[src/hdl/ifsf_pkg.sv]
package ifsf_pkg;

   localparam int HdrLen = 12;
   localparam int CountWidth = 4;

   typedef logic [7:0] byte_type;
   typedef logic [CountWidth-1:0] count_type;
   typedef logic [HdrLen-1:0][7:0] header_type;
   typedef logic [31:0] hash_type;
   typedef logic [2:0] format_type;

   localparam hash_type FnvBasis = 32'd2166136261;
   localparam hash_type FnvPrime = 32'd16777619;

   localparam format_type FmtUnknown = 3'd0;
   localparam format_type FmtPng = 3'd1;
   localparam format_type FmtJpeg = 3'd2;
   localparam format_type FmtBmp = 3'd3;
   localparam format_type FmtGif = 3'd4;
   localparam format_type FmtWebp = 3'd5;

   // signatures, first file byte in the top bits
   localparam logic [63:0] SigPng = 64'h89504E470D0A1A0A;
   localparam logic [23:0] SigJpeg = 24'hFFD8FF;
   localparam logic [15:0] SigBmp = 16'h424D;
   localparam logic [47:0] SigGif87 = 48'h474946383761;
   localparam logic [47:0] SigGif89 = 48'h474946383961;
   localparam logic [31:0] SigRiff = 32'h52494646;
   localparam logic [31:0] SigWebp = 32'h57454250;

   localparam count_type LenPng = 4'd8;
   localparam count_type LenJpeg = 4'd3;
   localparam count_type LenBmp = 4'd2;
   localparam count_type LenGif = 4'd6;
   localparam count_type LenFull = 4'd12;

endpackage

[src/hdl/ifsf_classify.sv]
module ifsf_classify (
   input  ifsf_pkg::header_type header,
   input  ifsf_pkg::count_type  count,
   output ifsf_pkg::format_type format_code
);
   import ifsf_pkg::*;

   logic png_hit;
   logic jpeg_hit;
   logic bmp_hit;
   logic gif_hit;
   logic webp_hit;

   // length test first so unwritten entries never matter
   assign png_hit = (count >= LenPng) &&
      ({header[0], header[1], header[2], header[3],
        header[4], header[5], header[6], header[7]} == SigPng);
   assign jpeg_hit = (count >= LenJpeg) &&
      ({header[0], header[1], header[2]} == SigJpeg);
   assign bmp_hit = (count >= LenBmp) && ({header[0], header[1]} == SigBmp);
   assign gif_hit = (count >= LenGif) &&
      (({header[0], header[1], header[2], header[3], header[4], header[5]} == SigGif87) ||
       ({header[0], header[1], header[2], header[3], header[4], header[5]} == SigGif89));
   assign webp_hit = (count >= LenFull) &&
      ({header[0], header[1], header[2], header[3]} == SigRiff) &&
      ({header[8], header[9], header[10], header[11]} == SigWebp);

   always_comb begin
      priority if (png_hit) begin
         format_code = FmtPng;
      end else if (jpeg_hit) begin
         format_code = FmtJpeg;
      end else if (bmp_hit) begin
         format_code = FmtBmp;
      end else if (gif_hit) begin
         format_code = FmtGif;
      end else if (webp_hit) begin
         format_code = FmtWebp;
      end else begin
         format_code = FmtUnknown;
      end
   end

endmodule

[src/hdl/image_format_sniff_and_fnv1a.sv]
// Image format sniffer with a running 32-bit FNV-1a hash. Bytes of one image
// arrive in file order on the req_ channel, one item per byte, with
// req_last_byte set on the final byte. Each byte is folded into the hash and
// the first twelve bytes are kept for signature matching; on the final byte a
// single item leaves on the rsp_ channel with the format code (unknown, PNG,
// JPEG, BMP, GIF, WebP) and the hash over the whole image, after which the
// block is ready for the next image with no gap. One byte is taken every
// clock cycle while no final byte is held back by a waiting result; the
// hash step (xor and a constant multiply) sits between the input register
// and the state and result registers. A final byte passes the input register
// and then the result register, which drives the rsp_ ports. A result waiting
// under rsp_stall only holds back a later final byte; ordinary bytes flow past it.
module image_format_sniff_and_fnv1a (
   input  logic                  clock,
   input  logic                  reset,
   input  logic                  req_valid,
   output logic                  req_stall,
   input  ifsf_pkg::byte_type    req_data_byte,
   input  logic                  req_last_byte,
   output logic                  rsp_valid,
   input  logic                  rsp_stall,
   output ifsf_pkg::format_type  rsp_format_code,
   output ifsf_pkg::hash_type    rsp_hash_value
);
   import ifsf_pkg::*;

   // input register
   logic       in_valid_ff;
   byte_type   in_byte_ff;
   logic       in_last_ff;

   // per-image state
   hash_type   hash_ff;
   hash_type   hash_in;
   count_type  count_ff;
   count_type  count_in;
   header_type header_ff;
   header_type header_in;

   // result register
   logic       rsp_valid_ff;
   format_type rsp_format_ff;
   hash_type   rsp_hash_ff;

   format_type format_code;
   logic       advance;

   // a final byte may only move on once the result slot is free or being taken
   assign advance   = in_valid_ff && (!in_last_ff || !rsp_valid_ff || !rsp_stall);
   assign req_stall = in_valid_ff && !advance;

   // fnv-1a step
   assign hash_in = 32'((hash_ff ^ {24'd0, in_byte_ff}) * FnvPrime);

   // header as it stands with the current byte included
   always_comb begin
      for (int i = 0; i < HdrLen; i++) begin
         header_in[i] = (count_ff == CountWidth'(i)) ? in_byte_ff : header_ff[i];
      end
      count_in = (count_ff < LenFull) ? count_ff + count_type'(1) : count_ff;
   end

   ifsf_classify u_classify (
      .header      (header_in),
      .count       (count_in),
      .format_code (format_code)
   );

   // control and state with reset
   always_ff @(posedge clock) begin
      if (reset) begin
         in_valid_ff  <= 1'b0;
         rsp_valid_ff <= 1'b0;
         hash_ff      <= FnvBasis;
         count_ff     <= '0;
      end else begin
         if (!req_stall) begin
            in_valid_ff <= req_valid;
         end
         if (advance) begin
            hash_ff  <= in_last_ff ? FnvBasis : hash_in;
            count_ff <= in_last_ff ? '0 : count_in;
         end
         if (advance && in_last_ff) begin
            rsp_valid_ff <= 1'b1;
         end else if (!rsp_stall) begin
            rsp_valid_ff <= 1'b0;
         end
      end
   end

   // payload registers
   always_ff @(posedge clock) begin
      if (req_valid && !req_stall) begin
         in_byte_ff <= req_data_byte;
         in_last_ff <= req_last_byte;
      end
      if (advance) begin
         header_ff <= header_in;
      end
      if (advance && in_last_ff) begin
         rsp_format_ff <= format_code;
         rsp_hash_ff   <= hash_in;
      end
   end

   assign rsp_valid       = rsp_valid_ff;
   assign rsp_format_code = rsp_format_ff;
   assign rsp_hash_value  = rsp_hash_ff;

`ifndef SYNTHESIS
   // a final byte that moves on always produces a result next cycle
   a_last_gives_result: assert property (@(posedge clock) disable iff (reset)
      (advance && in_last_ff) |=> rsp_valid_ff)
      else $error("final byte did not produce a result");

   // per-image state returns to its start after each image
   a_state_cleared: assert property (@(posedge clock) disable iff (reset)
      (advance && in_last_ff) |=> (count_ff == '0 && hash_ff == FnvBasis))
      else $error("per-image state not cleared");

   // the byte count never passes the header length
   a_count_bound: assert property (@(posedge clock) disable iff (reset)
      count_ff <= LenFull)
      else $error("byte count past header length");

   // a waiting result is never overwritten
   a_result_held: assert property (@(posedge clock) disable iff (reset)
      (rsp_valid_ff && rsp_stall) |=> (rsp_valid_ff && $stable(rsp_hash_ff)))
      else $error("waiting result lost");
`endif

endmodule
[config.mk]
export PLATFORM = sky130hd
export DESIGN_NAME = image_format_sniff_and_fnv1a
export DESIGN_NICKNAME = d
export VERILOG_FILES = /design/src/hdl/ifsf_pkg.sv /design/src/hdl/ifsf_classify.sv /design/src/hdl/image_format_sniff_and_fnv1a.sv
export SDC_FILE = /design/constraint.sdc
export NUM_CORES = 1
export LEC_CHECK = 0
export BUFFER_PORTS_ARGS = -buffer_cell sky130_fd_sc_hd__buf_2
export CAP_MARGIN = 20
export CELL_PAD_IN_SITES_DETAIL_PLACEMENT = 0
export CELL_PAD_IN_SITES_GLOBAL_PLACEMENT = 1
export CORE_MARGIN = 3
export CORE_UTILIZATION = 40
export DETAILED_ROUTE_END_ITERATION = 16
export PLACE_DENSITY_LB_ADDON = 0.08
export SLEW_MARGIN = 15
export SYNTH_ARGS = -nofsm -noshare
export SYNTH_HDL_FRONTEND = slang
export SYNTH_HIERARCHICAL = 1
export SYNTH_SLANG_ARGS = --single-unit
[constraint.sdc]
create_clock -name clock -period 7.7 [get_ports clock]
set_input_delay 0.77 -clock clock [delete_from_list [all_inputs] [get_ports clock]]
set_output_delay 0.77 -clock clock [all_outputs]
set_load 0.1 [all_outputs]
# == Yosys cells after proc, flatten, opt, wreduce, memory -nomap -nowiden ==
# Index checks and enable logic that the tools add are counted.
# word_totals
reg_bits,178
input_bits,13
# classes
addsub,1
n_mul,1
magnitude_cmp,6
eq_ne,19
mux,21
bitwise_logic,1
reduce_logical,20
# op_table
operator,n
$eq A48 B47 Y1 const B,2
$mux W8,12
$eq A32 B31 Y1 const B,2
$eq A64 B64 Y1 const B,1
$mul A32 B25 Y32 const B,1
$mux W32,1
$xor A32 B8 Y32,1
$eq A24 B24 Y1 const B,1
$eq A16 B15 Y1 const B,1
$eq A4 B3 Y1 const B,4
$eq A4 B4 Y1 const B,4
$logic_and A1 B1 Y1,10
$eq A4 B2 Y1 const B,2
$ge A4 B2 Y1 const B,2
$ge A4 B4 Y1 const B,2
$mux W4,2
$mux W3,2
$logic_not A1 Y1,5
$add A4 B1 Y4 const B,1
$eq A4 B1 Y1 const B,1
$ge A4 B3 Y1 const B,1
$logic_not A4 Y1,1
$lt A4 B4 Y1 const B,1
$mux W2,2
4 further kinds,7

# == Logic depth before layout (Yosys ltp) ==
# Gate-level depths: netlist of run 1.
# depth
ltp_word,9
depth_mapped,23
ltp_nobuf,23

# == By module ==
# The synthesis of run 1 kept the hierarchy.
# by_module_without_submodules
module,instances,cells_per_inst,area_per_inst_um2,seq_area_each_um2
image_format_sniff_and_fnv1a,1,1062,12630.9,4964.8
ifsf_classify,1,72,475.5,0.0

# == Least setup slack after synthesis of run 1 ==
# Ideal clock, no wire load.
# synth_path
path_kind,register to register
start,reg in_byte_ff[5]
end,reg hash_ff[29]
setup_time_ps,116
t_arrival_ps,5287
t_required_ps,7584
path_slack_ps,2297
stages_incl_launch_ff,24
period_less_slack_ps,5403
path_cell_list,edfxtp_1 clkbuf_1 xor2_1 ha_1 ha_1 fa_1 ha_1 inv_1 fa_1 inv_1 ha_1 inv_1 fa_1 inv_1 ha_1 a21o_1 a31oi_1 nand2_1 a21oi_1 a211oi_1 o41ai_1 nand2b_1 xor2_1 a31o_1
# synth_between
elab_chain_cells,3
# synth_lines
item,line,text
from (decl),image_format_sniff_and_fnv1a.sv:29,byte_type in_byte_ff;
from (signal assigned),image_format_sniff_and_fnv1a.sv:95,in_byte_ff <= req_data_byte;
$xor A32 B8 Y32,image_format_sniff_and_fnv1a.sv:53,"assign hash_in = 32'((hash_ff ^ {24'd0, in_byte_ff}) * FnvPrime);"
$mul A32 B25 Y32,image_format_sniff_and_fnv1a.sv:53,
named net hash_in[29],image_format_sniff_and_fnv1a.sv:34,hash_type hash_in;
$mux W32,image_format_sniff_and_fnv1a.sv:81,hash_ff <= in_last_ff ? FnvBasis : hash_in;
to (signal assigned),image_format_sniff_and_fnv1a.sv:74,hash_ff <= FnvBasis;
to (signal assigned),image_format_sniff_and_fnv1a.sv:81,
to (decl),image_format_sniff_and_fnv1a.sv:33,hash_type hash_ff;
# The timed path passes the listed nets, and every way through them passes these cells.
# A chain may end at the register's enable or synchronous reset.

# == Worst setup path in the final report of run 1 ==
# layout_path
start,reg in_byte_ff[1]
end,reg rsp_hash_ff[30] (netlist: rsp_hash_value[30]) (data pin)
# layout_between
elab_chain_cells,2
# layout_lines
item,line,text
$xor A32 B8 Y32,image_format_sniff_and_fnv1a.sv:53,
$mul A32 B25 Y32,image_format_sniff_and_fnv1a.sv:53,
named net hash_in[30],image_format_sniff_and_fnv1a.sv:34,
to (signal assigned),image_format_sniff_and_fnv1a.sv:103,rsp_hash_ff <= hash_in;
to (decl),image_format_sniff_and_fnv1a.sv:43,hash_type rsp_hash_ff;
# The timed path passes the listed nets, and every way through them passes these cells.

==> impl_results.md, run 1 <==
* Status: finished clean
* Delay-heaviest family, CP: adder cells
* Vias in the first global route at 8454
* Setup TNS Final at 0 ns
* Avg Cell Area, Syn at ~12 um^2
* Die height at 187.0 um
* Slew at the pin with the worst max-slew slack at ~1.0 ns
* Resize count post-CTS at 0
* Clock Pin Slew Worst Setup and Hold Paths at approximately 0.07 ns
* Most used flip-flop cell after synthesis: edfxtp_1
* Synth Cell Area at 13110 um^2
* Via density at ~5.2
* Die area at roughly 35000 um^2
* Initial DRC Count at 420
* Max-cap check violation count at 0
* Clk Latency, worst-skew pair at approximately 0.45 ns
* Achievable frequency at 0.1561 GHz
* Post-synth EDFFs at 140
* Final WL at approximately 33000 um
* CP Max Fanout at 14
* Sum of buffers and inverters on the critical path at 3
* Hold_sp: hash_ff[2]
* Fillers at roughly 3000
* Syn-to-layout area delta at 10.50%
* Max Transition Viols Final at 0
* Grt ovf at 0
* CTS tree: done
* First-pass GRT wire length at roughly 51000 um
* Critical R2R Launch: in_byte_ff[1]
* Io pins at 50
* IO Port Bufs at 49
* Drc violations at 0
* Die width at ~190 um
* Final HPWL DP at 24460 um
* Synth Instances at 1134
* FFs w/ async S/R, synth at 0%
* Clk_skew at between 0.015 and 0.02 ns
* Initial Util at 41.01%
* Register bit total from synthesis at around 180
* Final setup fails at 0
* # hold bufs at CTS at 0
* Critical Path RT at 7.89 ns
* Vias post-DR at roughly 8400
* Netlist cell types at 65
* Final Cycle Share at ~83%
* Worst hold path class: flop to flop
* Share of cells above drive strength 1 at around 17%
* Most Frequent Cell on Critical Path: ha_1
* Number of H-tree levels at 4
* Adder-cell share of the synthesized area at between 20 and 30%
* Gr usage total at around 19%
* Synth warn at 6
* Slowest-stage cell, CP: edfxtp_1
* Crit-path cells: xor2_1, xnor2_1, ha_1, ha_1, ha_1, fa_1, ha_1, inv_1, fa_1, inv_1, ha_1, inv_1, a2111oi_0, o41ai_2, a21oi_1, o211ai_1, nand2_1, mux2i_1, or2_1
* Drt pass-1 iters at 5
* Routability cong. at 0.8675
* CTS max path bufs at 2
* Pin count of the biggest net entering global routing at between 60 and 70
* Cell Rows at between 60 and 70
* Final nets at approximately 1500
* Post-synthesis mux area share at under 10%
* Slowest stage delay, CP at around 0.85 ns
* Xor and xnor area share after synthesis at 3.742%
* Max-slew headroom at 33.30%
* Post-route ant nets at 0
* Sequential cell area fraction in the yosys report at 37.88%
* Arrival @ worst endpoint at 6.59 ns
* WL/cell at ~20 um
* Critical Path Source: in_byte_ff[1]
* Initial antenna violation count at 0
* Startpoint types: flop
* Clock Sinks at 178
* Num CTS Buffers at 17
* CP Class: flop to flop
* Fin. Hold Viols at 0
* CTS root buffer: clkbuf_16
* Setup Fix Bufs, Post-CTS at 0
* Crit path capture type: flop
* Core area at about 32000 um^2
* Setup repair after global routing missed its margin: no
* Post-synthesis compound-gate area fraction at around 6%
* Fin crit period at 6.406 ns
* Synth Area in Simple Gates at 8.554%
* Net Count, Synth at ~1400
* Main combinational cell family by area after synthesis: adder cells
path summary, 6_finish.rpt:
| kind | cells after the start | slack, ns | end |
|---|---|---|---|
| setup / recovery | 19 | 1.29 | rsp_hash_value[30] |
| hold / removal | 2 | 0.48 | hash_ff[2] |
| setup reg to reg | 19 | 1.29 | rsp_hash_value[30] |
| hold reg to reg | 2 | 0.48 | hash_ff[2] |
layer usage:
metal / vias up / routed length (um) / track usage (%)
met1: 4198 / 17450 / 30.19
met5: - / 0 / 0
met2: 133 / 13840 / 28.19
met4: 0 / 316 / 4.100
li1: 4074 / - / -
met3: 20 / 1166 / 2.961
cell usage after synthesis, types with 26 or more instances:
library cell | number | share of area [%]
nand2_1 | 49 | 1.4
a21oi_1 | 30 | 1.1
xnor2_1 | 33 | 2.2
dfxtp_1 | 38 | 5.8
nor2_1 | 44 | 1.3
clkbuf_1 | 26 | 0.74
mux2_2 | 96 | 8.2
inv_1 | 187 | 5.4
edfxtp_1 | 140 | 32
ha_1 | 188 | 18
fa_1 | 74 | 11
cells by family (layout without fill, tap and decap cells):
kind of cell | count (synthesis) | count (layout)
multiplexers | 97 | 97
XOR/XNOR | 56 | 56
AND/OR/NAND/NOR | 210 | 210
buffers and inverters | 217 | 280
AO/OA/AOI/OAI | 114 | 114
flip-flops | 178 | 178
adder cells (fa/ha/maj) | 262 | 262
other | 0 | 1
worst register-to-register path, cell delays in order (launching register included):
cell and delay (ns):
edfxtp_1 0.85, xor2_1 0.57, xnor2_1 0.16, ha_1 0.40, ha_1 0.33, ha_1 0.21, fa_1 0.44, ha_1 0.28
inv_1 0.04, fa_1 0.48, inv_1 0.04, ha_1 0.34, inv_1 0.08, a2111oi_0 0.59, o41ai_2 0.28, a21oi_1 0.44
o211ai_1 0.13, nand2_1 0.16, mux2i_1 0.10, or2_1 0.23
state kept, by name, indices dropped and copies added, names as in the netlist:
name / flops
hash_ff: 32
header_ff: 96
in_byte_ff: 8
rsp_valid: 1
rsp_format_code: 3
in_valid_ff: 1
count_ff: 4
rsp_hash_value: 32
in_last_ff: 1
area by class of cell:
type / count / area, um^2 / share of cell area (%)
repair buffers: 59 / 327.8 / 2.264
well taps: 435 / 544.3 / 3.758
flip-flops and latches: 178 / 4965 / 34.28
inverters: 189 / 711.9 / 4.916
multi-input cells: 739 / 7331 / 50.62
diodes: 1 / 2.502 / 0.01728
clock buffers: 20 / 446.7 / 3.084
clock inverters: 12 / 153.9 / 1.063
through the flow:
step / util, % / std cells / setup slack (ns) / hold WS, ns / instance area, um^2
final: 45.31 / 1633 / 1.294 / 0.4838 / 14480
after global placement: 43.38 / 1599 / 1.291 / 0.4747 / 13860
after CTS: 45.30 / 1632 / 1.309 / 0.4681 / 14480
after global routing: 45.30 / 1632 / 0.9360 / 0.4753 / 14480
after floorplan: - / 1134 / 2.297 / 0.4601 / 13110
after detailed placement: 43.43 / 1600 / 1.352 / 0.4761 / 13880
cell usage in the layout, fill, tap and decap left out, drive strengths merged, types with 10 or more instances in the layout:
cell,n
a21o,12
a21oi,30
a22oi,10
and2,10
buf,59
clkbuf,20
dfxtp,38
edfxtp,140
fa,74
ha,188
inv,191
mux2,96
nand2,49
nand3,23
nand4,11
nor2,44
nor3,13
o21ai,14
xnor2,33
xor2,23
Power of run 1 is not shown: default switching activity piles up to over one toggle a cycle in this logic, so the estimate is an artifact.
==> run 2: changes to the inputs <==
- clock period: 7.7 -> 5.9 ns (I/O delays scaled with it)
==> impl_results.md, run 2 (synthesis gave the netlist of run 1 again) <==
* Status: finished clean
* Commonest non-fill, non-tap cell in the layout: ha_1
* Final nets at 1496 (+2.5%)
* Syn-to-layout area delta at 12.66%
* # hold bufs at CTS at 0 (unchanged)
* Final Cycle Share at 95.01% (+12 points)
* Die width at 187.0 um (unchanged)
* CTS tree: done
* Num CTS Buffers at 17 (unchanged)
* Cell Rows at 65 (unchanged)
* Initial antenna violation count at 0 (unchanged)
* CP Max Fanout at 5 (-9)
* Diode count at 0 (-1)
* Via density at 5.122 (-0.72%)
* Initial Util at 41.01% (unchanged)
* Arrival @ worst endpoint at 5.80 ns (-0.79 ns)
* Max reg flops at 96 (unchanged)
* Max-slew headroom at 30.87% (-2.4 points)
* Share of cells above drive strength 1 at 19.94% (+3.4 points)
* Drc violations at 0 (unchanged)
* Pre-CTS WS at -0.03561 ns (-1.388 ns)
* Pin count of the biggest net entering global routing at 48 (-23%)
* Final setup fails at 0 (unchanged)
* Fin. Hold Viols at 0 (unchanged)
* Hold path cells at 1 (-1)
* Vias in the first global route at 8859 (+4.8%)
* Drt pass-1 iters at 5 (unchanged)
* Die height at 187.0 um (unchanged)
* Number of H-tree levels at 4 (unchanged)
* Startpoint types: flop
* Fillers at 3065 (+1.2%)
* Placed Area at 14140 um^2 (+1.9%)
* Clock Pin Slew Worst Setup and Hold Paths at 0.07 ns (about the same)
* Clock Sinks at 178 (unchanged)
* Post-route ant nets at 0 (unchanged)
* Slew at the pin with the worst max-slew slack at 1.033 ns (+0.03624 ns)
* Io pins at 50 (unchanged)
* Crit path capture type: flop
* Core area at 31960 um^2 (unchanged)
* Critical Path RT at 6.09 ns (-1.80 ns)
* CP Class: flop to flop
* Max-cap check violation count at 0 (unchanged)
* Achievable frequency at 0.1784 GHz (+14%)
* Fin crit period at 5.606 ns (-0.8006 ns)
* Gr usage total at 19.48% (+0.17 points)
* Highest-count cells in the layout ignoring fill and taps: ha_1 (188), inv_1 (185), edfxtp_1 (140)
* Routability cong. at 0.8051 (-7.2%)
* CTS max path bufs at 2 (unchanged)
* Final HPWL DP at 25020 um (+2.3%)
* R2R cell count at 21 (+2)
* Clk_skew at 0.01581 ns (-0.002576 ns)
* Die area at 34970 um^2 (unchanged)
* Grt ovf at 0 (unchanged)
* WL/cell at 19.85 um (-1.1%)
* Final WL at 33130 um (+1.1%)
* Initial DRC Count at 408 (-2.9%)
* Max Transition Viols Final at 0 (unchanged)
* First-pass GRT wire length at 52050 um (+1.5%)
* Vias post-DR at 8549 (+1.5%)
* Design Area, Final at 14770 um^2 (+2.0%)
* IO Port Bufs at 49 (unchanged)
* Clk Latency, worst-skew pair at 0.45 ns (about the same)
* Top reg by flops: header_ff
* CTS root buffer: clkbuf_16
* Worst setup margin at 0.2942 ns (-0.9994 ns)
* Worst hold path class: input port to flop
run 2: cell count changes in the layout (fill, tap and decap cells not counted), sizes merged:
cell      change
clkinv        +2
inv           +4
diode         -1
buf          +37
clkinvlp      -1
clkbuf        -3
bufinv        -2
run 2: final cells by class:
type                       instances  area, um^2  share of cell area [%]
clock inverter                    15       142.6                  0.9660
clock buffer                      17       425.4                   2.881
inverter                         189       711.9                   4.822
multi-input combinational        739        7378                   49.97
sequential                       178        4965                   33.62
timing repair buffer              96       598.1                   4.051
tap                              435       544.3                   3.686
run 2: layer usage:
layer / vias to the layer above / wire [um] / track usage (%)
li1: 4142 / - / -
met1: 4239 / 17370 / 29.95
met2: 148 / 14510 / 29.43
met3: 20 / 971 / 2.436
met4: 0 / 276 / 4.100
met5: - / 0 / 0
run 2: timing repair:
action | 4_1_cts | 5_1_grt
resized for setup | 1 | 9
buffers inserted | 0 | 1
setup endpoints to repair | 3 | 19
gates cloned | 0 | 0
pin swaps | 0 | 1
run 2: final timing paths:
| check | slack [ns] | startpoint | endpoint |
|---|---|---|---|
| max | 0.29 | in_byte_ff[2] | rsp_hash_value[23] |
| min | 0.32 | req_data_byte[1] | in_byte_ff[1] |
| max reg2reg | 0.29 | in_byte_ff[2] | rsp_hash_value[23] |
| min reg2reg | 0.50 | hash_ff[1] | hash_ff[1] |
run 2: critical path, stage by stage, from the launching register on:
cell,delay [ns]
edfxtp_1,0.44
xnor2_2,0.21
inv_2,0.10
ha_1,0.31
ha_1,0.34
fa_1,0.45
ha_1,0.22
fa_1,0.43
ha_1,0.28
inv_1,0.04
fa_1,0.47
inv_1,0.04
ha_1,0.33
nand2_1,0.12
a211oi_1,0.24
o31ai_2,0.14
a21o_1,0.25
buf_4,0.17
o31ai_2,0.26
buf_4,0.18
a31o_1,0.21
xnor2_1,0.08
run 2: stage by stage:
stage	setup TNS, ns	cells	utilization [%]	hold slack [ns]
floorplan	0	1134	-	0.4601
global placement	-0.1563	1636	44.25	0.4734
detailed placement	-0.06438	1636	44.25	0.4767
CTS	0	1668	46.05	0.2937
global route	-0.008581	1669	46.20	0.3007
finish	0	1669	46.20	0.3157
Power of run 2 is left out for the same reason.
